==> src/rtl/core/tpu_pkg.sv <==
// Shared types, register codes and hash helpers for the texture pixel unpacker.
// No dependencies; tpu_cfg_regs, tpu_unpack, tpu_hash_pipe and the top level import it.
package tpu_pkg;

  // Format mode codes.
  localparam logic [3:0] MODE_L8      = 4'd0;
  localparam logic [3:0] MODE_A8      = 4'd1;
  localparam logic [3:0] MODE_R8      = 4'd2;
  localparam logic [3:0] MODE_L8A8    = 4'd3;
  localparam logic [3:0] MODE_R8G8    = 4'd4;
  localparam logic [3:0] MODE_RGBA8   = 4'd5;
  localparam logic [3:0] MODE_BGRA8   = 4'd6;
  localparam logic [3:0] MODE_RGB10A2 = 4'd7;
  localparam logic [3:0] MODE_DEPTH   = 4'd8;
  localparam logic [3:0] MODE_FLOAT   = 4'd9;
  localparam logic [3:0] MODE_SEGHASH = 4'd10;

  // Configuration register indexes.
  localparam logic [1:0] REG_FORMAT_MODE  = 2'd0;
  localparam logic [1:0] REG_FORCE_OPAQUE = 2'd1;
  localparam logic [1:0] REG_DEPTH_KEEP   = 2'd2;
  localparam logic [1:0] REG_FLOAT_SWAP   = 2'd3;

  localparam int unsigned CFG_IDX_W  = 2;
  localparam int unsigned CFG_DATA_W = 4;

  localparam logic [3:0] RST_FORMAT_MODE = MODE_RGBA8;
  localparam logic [3:0] RST_DEPTH_KEEP  = 4'd3;
  localparam logic [3:0] DEPTH_ALL_BYTES = 4'd8;

  localparam logic [7:0] ALPHA_OPAQUE = 8'd255;

  // Hash constants for a single 4-byte word, seed zero.
  localparam logic [31:0] PRIME32_2 = 32'd2246822519;
  localparam logic [31:0] PRIME32_3 = 32'd3266489917;
  localparam logic [31:0] PRIME32_4 = 32'd668265263;
  localparam logic [31:0] HASH_INIT = 32'd374761397;  // prime 5 plus the length

  // Hash rounds that run in the pipeline after the first multiply.
  localparam int unsigned HASH_STAGES = 3;
  localparam logic [1:0]  ROUND_ROT  = 2'd0;
  localparam logic [1:0]  ROUND_MIX1 = 2'd1;
  localparam logic [1:0]  ROUND_MIX2 = 2'd2;

  typedef struct packed {
    logic [3:0] format_mode;
    logic       force_opaque;
    logic [3:0] depth_bytes_keep;
    logic       float_byte_swap;
  } cfg_t;

  // One pipeline slot: valid bit, finished channels, and the hash in flight.
  typedef struct packed {
    logic        valid;
    logic        hash_sel;
    logic [7:0]  red;
    logic [7:0]  green;
    logic [7:0]  blue;
    logic [7:0]  alpha;
    logic [31:0] word;
    logic [31:0] hsh;
  } stage_t;

  // One multiply round of the hash; the round code is a constant at each stage.
  function automatic logic [31:0] hash_round(input logic [1:0] round, input logic [31:0] h);
    logic [31:0] s;
    logic [31:0] t;
    logic [31:0] p;
    s = HASH_INIT + h;
    case (round)
      ROUND_ROT: begin
        t = {s[14:0], s[31:15]};
        p = PRIME32_4;
      end
      ROUND_MIX1: begin
        t = h ^ (h >> 15);
        p = PRIME32_2;
      end
      ROUND_MIX2: begin
        t = h ^ (h >> 13);
        p = PRIME32_3;
      end
      default: begin
        t = h;
        p = 32'd1;
      end
    endcase
    return t * p;
  endfunction

endpackage

==> src/rtl/core/tpu_cfg_regs.sv <==
// Configuration register file of the texture pixel unpacker.
// Depends on tpu_pkg for register indexes, reset values and cfg_t.
module tpu_cfg_regs (
  input  logic                           clk,
  input  logic                           rst_n,
  input  logic                           cfg_we,
  input  logic [tpu_pkg::CFG_IDX_W-1:0]  cfg_index,
  input  logic [tpu_pkg::CFG_DATA_W-1:0] cfg_wdata,
  output tpu_pkg::cfg_t                  cfg
);
  import tpu_pkg::*;

  cfg_t cfg_r;

  always_ff @(posedge clk) begin
    if (!rst_n) begin
      cfg_r.format_mode      <= RST_FORMAT_MODE;
      cfg_r.force_opaque     <= 1'b0;
      cfg_r.depth_bytes_keep <= RST_DEPTH_KEEP;
      cfg_r.float_byte_swap  <= 1'b0;
    end else if (cfg_we) begin
      case (cfg_index)
        REG_FORMAT_MODE:  cfg_r.format_mode      <= cfg_wdata;
        REG_FORCE_OPAQUE: cfg_r.force_opaque     <= cfg_wdata[0];
        REG_DEPTH_KEEP:   cfg_r.depth_bytes_keep <= cfg_wdata;
        REG_FLOAT_SWAP:   cfg_r.float_byte_swap  <= cfg_wdata[0];
        default: ;
      endcase
    end
  end

  assign cfg = cfg_r;

endmodule

==> src/rtl/core/tpu_unpack.sv <==
// First pipeline stage: byte remapping for every format and the first hash multiply.
// Depends on tpu_pkg for format codes, cfg_t and stage_t.
module tpu_unpack (
  input  logic            clk,
  input  logic            rst_n,
  input  tpu_pkg::cfg_t   cfg,
  input  logic            up_valid,
  output logic            up_ready,
  input  logic [63:0]     raw_pixel,
  output tpu_pkg::stage_t dn_stage,
  input  logic            dn_ready
);
  import tpu_pkg::*;

  stage_t      st_r;
  stage_t      st_nxt;
  logic [7:0]  b [8];
  logic [3:0]  keep_eff;
  logic [63:0] kept;
  logic [31:0] depth_word;
  logic        load;

  assign load     = !st_r.valid || dn_ready;
  assign up_ready = load;

  always_comb begin
    for (int i = 0; i < 8; i++) begin
      b[i] = raw_pixel[8*i +: 8];
    end
    // A byte count of zero or above eight keeps the whole pixel.
    if (cfg.depth_bytes_keep == 4'd0 || cfg.depth_bytes_keep > DEPTH_ALL_BYTES) begin
      keep_eff = DEPTH_ALL_BYTES;
    end else begin
      keep_eff = cfg.depth_bytes_keep;
    end
    for (int i = 0; i < 8; i++) begin
      kept[8*i +: 8] = (4'(i) < keep_eff) ? b[i] : 8'd0;
    end
    depth_word = (|kept[63:32]) ? 32'hFFFF_FFFF : kept[31:0];
  end

  always_comb begin
    st_nxt       = '0;
    st_nxt.valid = up_valid;
    case (cfg.format_mode)
      MODE_L8: begin
        st_nxt.red   = b[0];
        st_nxt.green = b[0];
        st_nxt.blue  = b[0];
      end
      MODE_A8: begin
        st_nxt.alpha = b[0];
      end
      MODE_R8: begin
        st_nxt.red = b[0];
      end
      MODE_L8A8: begin
        st_nxt.red   = b[0];
        st_nxt.green = b[0];
        st_nxt.blue  = b[0];
        st_nxt.alpha = b[1];
      end
      MODE_R8G8: begin
        st_nxt.red   = b[0];
        st_nxt.green = b[1];
      end
      MODE_RGBA8: begin
        st_nxt.red   = b[0];
        st_nxt.green = b[1];
        st_nxt.blue  = b[2];
        st_nxt.alpha = cfg.force_opaque ? ALPHA_OPAQUE : b[3];
      end
      MODE_BGRA8: begin
        st_nxt.red   = b[2];
        st_nxt.green = b[1];
        st_nxt.blue  = b[0];
        st_nxt.alpha = cfg.force_opaque ? ALPHA_OPAQUE : b[3];
      end
      MODE_RGB10A2: begin
        // Keep the top eight bits of each ten-bit channel.
        st_nxt.red   = raw_pixel[9:2];
        st_nxt.green = raw_pixel[19:12];
        st_nxt.blue  = raw_pixel[29:22];
      end
      MODE_DEPTH: begin
        st_nxt.word = depth_word;
      end
      MODE_FLOAT: begin
        st_nxt.word = cfg.float_byte_swap ? {b[0], b[1], b[2], b[3]} : raw_pixel[31:0];
      end
      MODE_SEGHASH: begin
        st_nxt.hash_sel = 1'b1;
        st_nxt.hsh      = raw_pixel[31:0] * PRIME32_3;
      end
      default: ;
    endcase
  end

  always_ff @(posedge clk) begin
    if (!rst_n) begin
      st_r.valid <= 1'b0;
    end else if (load) begin
      st_r.valid <= up_valid;
    end
  end

  always_ff @(posedge clk) begin
    if (load && up_valid) begin
      st_r.hash_sel <= st_nxt.hash_sel;
      st_r.red      <= st_nxt.red;
      st_r.green    <= st_nxt.green;
      st_r.blue     <= st_nxt.blue;
      st_r.alpha    <= st_nxt.alpha;
      st_r.word     <= st_nxt.word;
      st_r.hsh      <= st_nxt.hsh;
    end
  end

  assign dn_stage = st_r;

endmodule

==> src/rtl/core/tpu_hash_pipe.sv <==
// Three pipelined hash rounds, one multiply per stage, with the finished channels
// riding alongside. Depends on tpu_pkg for stage_t and hash_round.
module tpu_hash_pipe (
  input  logic            clk,
  input  logic            rst_n,
  input  tpu_pkg::stage_t up_stage,
  output logic            up_ready,
  output tpu_pkg::stage_t dn_stage,
  input  logic            dn_ready
);
  import tpu_pkg::*;

  stage_t st_r [HASH_STAGES];
  stage_t src  [HASH_STAGES];
  logic   load [HASH_STAGES];

  // A stage takes a new slot when it is empty or its content moves on.
  always_comb begin
    for (int i = 0; i < HASH_STAGES; i++) begin
      src[i] = (i == 0) ? up_stage : st_r[(i == 0) ? 0 : i - 1];
    end
    for (int i = HASH_STAGES - 1; i >= 0; i--) begin
      if (i == HASH_STAGES - 1) begin
        load[i] = !st_r[i].valid || dn_ready;
      end else begin
        load[i] = !st_r[i].valid || load[i + 1];
      end
    end
  end

  assign up_ready = load[0];

  for (genvar g = 0; g < HASH_STAGES; g++) begin : g_round
    always_ff @(posedge clk) begin
      if (!rst_n) begin
        st_r[g].valid <= 1'b0;
      end else if (load[g]) begin
        st_r[g].valid <= src[g].valid;
      end
    end

    always_ff @(posedge clk) begin
      if (load[g] && src[g].valid) begin
        st_r[g].hash_sel <= src[g].hash_sel;
        st_r[g].red      <= src[g].red;
        st_r[g].green    <= src[g].green;
        st_r[g].blue     <= src[g].blue;
        st_r[g].alpha    <= src[g].alpha;
        st_r[g].word     <= src[g].word;
        st_r[g].hsh      <= hash_round(2'(g), src[g].hsh);
      end
    end
  end

  assign dn_stage = st_r[HASH_STAGES - 1];

endmodule

==> src/rtl/core/texture_pixel_unpacker_top.sv <==
// Texture pixel unpacker top level: configuration registers, unpack stage, hash
// pipeline and output register. Depends on tpu_pkg, tpu_cfg_regs, tpu_unpack and
// tpu_hash_pipe.
//
// Usage: raw pixels arrive as 64-bit beats on in_t*, byte 0 in bits 7:0. Each beat
// yields exactly one result beat on out_t*, in order. The format and its options
// are set through the write port cfg_we/cfg_index/cfg_wdata while no beat is in
// flight; a write takes effect on the next clock.
// A beat accepted at a clock edge is loaded into the unpack stage at that edge, then
// passes three hash stages (one 32x32 multiply each) and the output register, which
// drives out_tvalid. All formats pass through the same five registers so results
// leave in order. Throughput is one beat per cycle while out_tready stays high.
// Every stage loads when it is empty or its content moves on, so bubbles are
// squeezed out and a stalled receiver lets the pipe fill before in_tready falls.
// Reset clears all valid bits and loads the register reset values (rgba8 mode,
// depth keep of three bytes, both flags off).
module texture_pixel_unpacker_top (
  input  logic                           clk,
  input  logic                           rst_n,
  input  logic                           in_tvalid,
  output logic                           in_tready,
  input  logic [63:0]                    in_tdata,   // raw_pixel[63:0]
  output logic                           out_tvalid,
  input  logic                           out_tready,
  // out_red[7:0], out_green[15:8], out_blue[23:16], out_alpha[31:24], out_word[63:32]
  output logic [63:0]                    out_tdata,
  input  logic                           cfg_we,
  input  logic [tpu_pkg::CFG_IDX_W-1:0]  cfg_index,
  input  logic [tpu_pkg::CFG_DATA_W-1:0] cfg_wdata
);
  import tpu_pkg::*;

  cfg_t        cfg;
  stage_t      unp_stage;
  stage_t      hash_stage;
  logic        unp_ready;
  logic        out_load;
  logic [31:0] hash_fin;
  logic [63:0] out_data_nxt;
  logic        out_valid_r;
  logic [63:0] out_data_r;

  tpu_cfg_regs u_cfg (
    .clk       (clk),
    .rst_n     (rst_n),
    .cfg_we    (cfg_we),
    .cfg_index (cfg_index),
    .cfg_wdata (cfg_wdata),
    .cfg       (cfg)
  );

  tpu_unpack u_unpack (
    .clk       (clk),
    .rst_n     (rst_n),
    .cfg       (cfg),
    .up_valid  (in_tvalid),
    .up_ready  (in_tready),
    .raw_pixel (in_tdata),
    .dn_stage  (unp_stage),
    .dn_ready  (unp_ready)
  );

  tpu_hash_pipe u_hash (
    .clk      (clk),
    .rst_n    (rst_n),
    .up_stage (unp_stage),
    .up_ready (unp_ready),
    .dn_stage (hash_stage),
    .dn_ready (out_load)
  );

  assign out_load = !out_valid_r || out_tready;

  // Final avalanche shift; hash mode outputs only the hash colors, zeros elsewhere.
  always_comb begin
    hash_fin = hash_stage.hsh ^ (hash_stage.hsh >> 16);
    if (hash_stage.hash_sel) begin
      out_data_nxt = {32'd0, 8'd0, hash_fin[23:16], hash_fin[15:8], hash_fin[7:0]};
    end else begin
      out_data_nxt = {hash_stage.word, hash_stage.alpha, hash_stage.blue,
                      hash_stage.green, hash_stage.red};
    end
  end

  always_ff @(posedge clk) begin
    if (!rst_n) begin
      out_valid_r <= 1'b0;
    end else if (out_load) begin
      out_valid_r <= hash_stage.valid;
    end
  end

  always_ff @(posedge clk) begin
    if (out_load && hash_stage.valid) begin
      out_data_r <= out_data_nxt;
    end
  end

  assign out_tvalid = out_valid_r;
  assign out_tdata  = out_data_r;

endmodule

==> config.mk <==
export PLATFORM = sky130hd
export DESIGN_NAME = texture_pixel_unpacker_top
export DESIGN_NICKNAME = d
export VERILOG_FILES = /design/src/rtl/core/tpu_pkg.sv /design/src/rtl/core/tpu_cfg_regs.sv /design/src/rtl/core/tpu_unpack.sv /design/src/rtl/core/tpu_hash_pipe.sv /design/src/rtl/core/texture_pixel_unpacker_top.sv
export SDC_FILE = /design/constraint.sdc
export NUM_CORES = 2
export LEC_CHECK = 0
export ABC_AREA = 1
export BUFFER_PORTS_ARGS = -buffer_cell sky130_fd_sc_hd__buf_2
export CAP_MARGIN = 20
export CORE_ASPECT_RATIO = 0.6
export CORE_MARGIN = 1.5
export CORE_UTILIZATION = 60
export CTS_BUF_LIST = sky130_fd_sc_hd__clkbuf_16
export DETAILED_ROUTE_END_ITERATION = 7
export PLACE_DENSITY = 0.75
export SETUP_SLACK_MARGIN = 0.5
export SYNTH_ARGS = -nofsm -noshare
export SYNTH_HDL_FRONTEND = slang
export SYNTH_HIERARCHICAL = 1
export SYNTH_SLANG_ARGS = --single-unit
export TNS_END_PERCENT = 20
==> constraint.sdc <==
create_clock -name clk -period 8.2 [get_ports clk]
set_input_delay 0.41 -clock clk [delete_from_list [all_inputs] [get_ports clk]]
set_output_delay 0.41 -clock clk [all_outputs]
set_load 0.03 [all_outputs]
# After elaboration in Yosys (flattened, before gate mapping)
# Memory sizes are Yosys's and may differ from the RTL's.
# Cells that the tools add are included.
# W data, S select, Z words.
# totals
out_inout_bits	66
mem_count	1
reg_bits	173
mem_bits_rw	294
inputBits	75
elab_cells	122
# op_classes
add_sub_neg	1
eq_ne	13
order_cmp	9
bitwise	6
muxes	44
n_reduce_logical	29
multipliers	4
# memory_table
memory	depth	width	read_ports	rd_clocked_by_memory_dff	write_ports	line_no	text
u_hash.st_r	3	98	3	0	3	tpu_hash_pipe.sv:13	stage_t st_r [HASH_STAGES];
# op_table
cell	count
$mux W32	8
$mul A32 B32 Y32	3
$pmux W8 S3	4
$mux W8	9
$pmux W32 S2	1
$add A29 B32 Y32 const A	1
$mul A32 B31 Y32 const B	1
$reduce_or A32 Y1	1
$xor A32 B17 Y32	1
$xor A32 B19 Y32	1
$mux W24	1
$xor A24 B16 Y24	1
$mux W1	20
$eq A4 B3 Y1 const B	4
$lt A3 B4 Y1 const A	4
$eq A4 B4 Y1 const B	3
$eq A4 B2 Y1 const B	2
$logic_not A4 Y1	2
$lt A1 B4 Y1 const A	2
$lt A2 B4 Y1 const A	2
$reduce_and A2 Y1	4
$logic_or A1 B1 Y1	6
$reduce_or A3 Y1	2
$logic_and A1 B1 Y1	5
10 further kinds	18

# Longest topological paths before layout
# depth
ltp_word	9
depth_mapped	45
mapped_depth_nobuf	44

# By module
# The synthesis kept the hierarchy.
# by_module_without_submodules
mod	cells_per_inst	seq_area_each_um2	instances	area_each_um2
tpu_hash_pipe	3500	8818.5	1	38794.7
tpu_unpack	1634	2932.8	1	14656.6
texture_pixel_unpacker_top	288	1941.9	1	2892.8
tpu_cfg_regs	61	200.2	1	455.4

# Worst setup path after synthesis
# OpenSTA, ideal clock, no wires.
# synth_path
path_type	reg-to-reg
startpoint	register u_unpack.st_r, in the netlist u_unpack/dn_stage[0]
endpoint	memory u_hash/st_r[0][31] (netlist bit), data pin
setup_slack_ns	0.709
path_stages_with_launch	37
setup_ns	0.252
arrival_ns	7.239
synth_period_minus_slack_ns	7.491
required_ns	7.948
n_path_buf	0
path_cell_list	edfxtp_1 ha_1 inv_1 nand2_2 nand2_2 inv_1 nand2_1 nand2_1 nand3_2 nand2_1 nand2_1 o21ai_0 xor2_1 inv_1 ha_1 inv_1 fa_1 fa_1 inv_1 fa_1 inv_1 fa_1 fa_1 fa_1 fa_1 inv_1 ha_1 nand2_1 nor2_1 a211oi_1 o221ai_1 a31o_2 or2_1 nand2_2 inv_2 nand3_2 nand2_1
# synth_rtl
element	line_no	text
start: declaration	tpu_unpack.sv:15	stage_t st_r;
end: declaration	tpu_hash_pipe.sv:13	

==> flow_summary.toml <==
[floorplanning]
io_pins = 141
core_area_sq_um = 93800
dieWidth_microns = 400
die_area_sq_um = 96600
rows = 87
start_util = 0.605
die_height_microns = 241

[cts]
clk_path_buf_depth = 3
numClockSinks = 467
clkTransAtPathRegs_ps = 70
root_buffer = "clkbuf_16"
h-tree-depth = 2
clk-insertion-delay-late_ps = 650
cts_tree = "yes"
numCtsBuffers = 45

[hold_path]
min_path_type = "input pin to flip-flop"
hold_end = "u_cfg/cfg[3]"
whs_path_depth = 3
min_from = "cfg_wdata[2]"

[drt]
routed.top_layer = "met5"
viasPerCell = 5.56
met1Wirelength_microns = 74800
vias = 39500
drc = 0
drtAntennaViolNets = 0
wl_met2_microns = 58300
routed-wl-met3_microns = 28800
wirelength_microns = 164000
dr.pass1.iters = 7
drtIter0Drc = 5018
avgRoutedWirePerCell_microns = 23.2

[placement]
place_inst = 6946
gp_routability_congestion = 1.04
dp_hpwl_microns = 140000
portBuffers = 140

[setup_path]
critPathArrivalTime_ps = 8170
end_kind = "flip-flop"
critPathBufInv = 5
max_stage_delay_ps = 540
critPathMaxFanout = 4
r2r_cells = 35
rrSetupSlack_ps = 400
cp.depth = 35
timing.rr.start = "u_unpack/dn_stage[9]"
worstReg2RegEnd = "u_hash/st_r[0][30]"
worst-setup-path-type = "flip-flop to flip-flop"
crit_slowest_cell = "fa_1"
critPathLaunchType = "flip-flop"
critPathTopFamily = "adder cells"
cp.required_ps = 8570

[sta]
rsz0062_at_grt = "true"
clock_skew_ps = 44.6
layout_min_cycle_time_ps = 7800
worst_pin_slew_ps = 1080
period_share = 0.951
hold_viol = 0
slew_headroom = 0.281
setup_viol = 0
timing.fmax_mhz = 128
final_max_slew_viol_count = 0

[cells_and_area]
final_util = 0.665
syn2layout_area_growth_pct = 9.88
final_nets = 7544
fillers = 7252
drive_above_1_share = 0.0994
mostFrequentLayoutCell = "inv_1"
final_cells = 7094
final_cell_mix = "inv_1 (1686), fa_1 (864), ha_1 (761)"

[logic_synthesis]
synth_top_area_share = 0.309
synth-seq-area-share = 0.245
synth_flop_cell = "edfxtp_1"
ys_seq_elements = 467
synth_edf_count = 454
netlist_area_sq_um = 56800
synth.distinct_cells = 58
synthArstFlopShare = 0
synth_area_leader_cell = "fa_1"
synth_nets = 7221
synth.avg_cell_area_sq_um = 10.4
syn_inst = 5483
yosys_warnings = 6
synth.area.top_cells = "fa_1 (31%), edfxtp_1 (24%), ha_1 (17%), inv_1 (11%), nand2_1 (3.3%)"

[global_route]
overflow = 0
antenna_found_initial = 9
grt_start_max_net_pins = 80
grt_first_pass_wirelength_microns = 245000
grt_pass1_vias = 39000
grtUsageTotal = 0.348

[outcome]
status = "completed"

[job]
cap_violations = 0
cell type report:
class / instances / area (sq um) / area share
multi-input cells: 3260 / 36900 / 0.591
flip-flops and latches: 467 / 13900 / 0.223
inverters: 1727 / 6500 / 0.104
repair buffers: 305 / 1980 / 0.0318
well taps: 1246 / 1560 / 0.0250
clock buffers: 45 / 1130 / 0.0180
clock inverters: 39 / 434 / 0.00696
diodes: 5 / 12.5 / 0.000200
sequential cells by signal, indices dropped and copies added, names as in the netlist:
name	flops
u_cfg/cfg	10
out_tdata	64
u_unpack/dn_stage	98
u_hash/st_r	294
out_tvalid	1
how the worst max path moves through the flow:
stage	startpoint	to	slack (ps)
after floorplan	u_unpack/dn_stage[0]	u_hash/st_r[0][31]	710
after global placement	u_unpack/dn_stage[7]	u_hash/st_r[0][30]	60
after detailed placement	u_unpack/dn_stage[7]	u_hash/st_r[0][30]	-100
after CTS	u_unpack/dn_stage[8]	u_hash/st_r[0][30]	400
after global routing	u_unpack/dn_stage[9]	u_hash/st_r[0][29]	150
final	u_unpack/dn_stage[9]	u_hash/st_r[0][30]	400
per-stage QoR:
stage | area, sq um | hold slack (ps) | setup TNS [ps] | setup slack, ps
after floorplan | 56800 | 400 | 0 | 709
after global placement | 59700 | 400 | 0 | 63.1
after detailed placement | 59700 | 405 | -227 | -101
after CTS | 61800 | 6.12 | 0 | 396
after global routing | 62400 | 42.9 | 0 | 145
final | 62400 | 37.9 | 0 | 401
repair_timing:
item | in CTS | in global routing
resized for setup | 65 | 73
endpoints found under the setup margin | 15 | 28
endpoints found under the hold margin | 1 | 0
hold buffers | 1 | 0
pin swaps | 50 | 49
gates cloned | 0 | 0
setup buffers | 25 | 33
cells by family after synthesis:
kind of cell    after synthesis  synth area share
buf+inv                    1756             0.118
flops                       467             0.245
compound gates              458            0.0474
fa+ha+maj                  1663             0.482
xor+xnor                    264            0.0420
simple gates                875            0.0660
routing by layer:
layer / GRT usage / up-vias
met4: 0.0514 / 8
met5: 0.00439 / -
met1: 0.552 / 19500
li1: - / 17400
met2: 0.417 / 2323
met3: 0.175 / 175
worst min-delay path, delay by kind of cell:
family	cells	cell delay [ps]
AND/OR/NAND/NOR	2	140
buffers and inverters	1	100
cells in the mapped netlist (11+ instances only):
cell type  number
ha_1          785
fa_1          878
o21a_1         11
xnor2_1       122
edfxtp_1      454
o221ai_1       35
nor3_1         11
o21ai_0       137
a21o_1         17
o21ai_1        34
inv_2          27
nand4_1        15
a21oi_1       165
nand2_2        19
clkbuf_1       13
inv_1        1698
nor2_1        188
o21bai_1       11
nor4_1         16
dfxtp_1        13
xor2_1        137
nand2_1       496
nand3_1        92
Power is left out: the tool's default activity adds up to more than one toggle a clock period on the data nets, which glitch-free logic cannot reach.
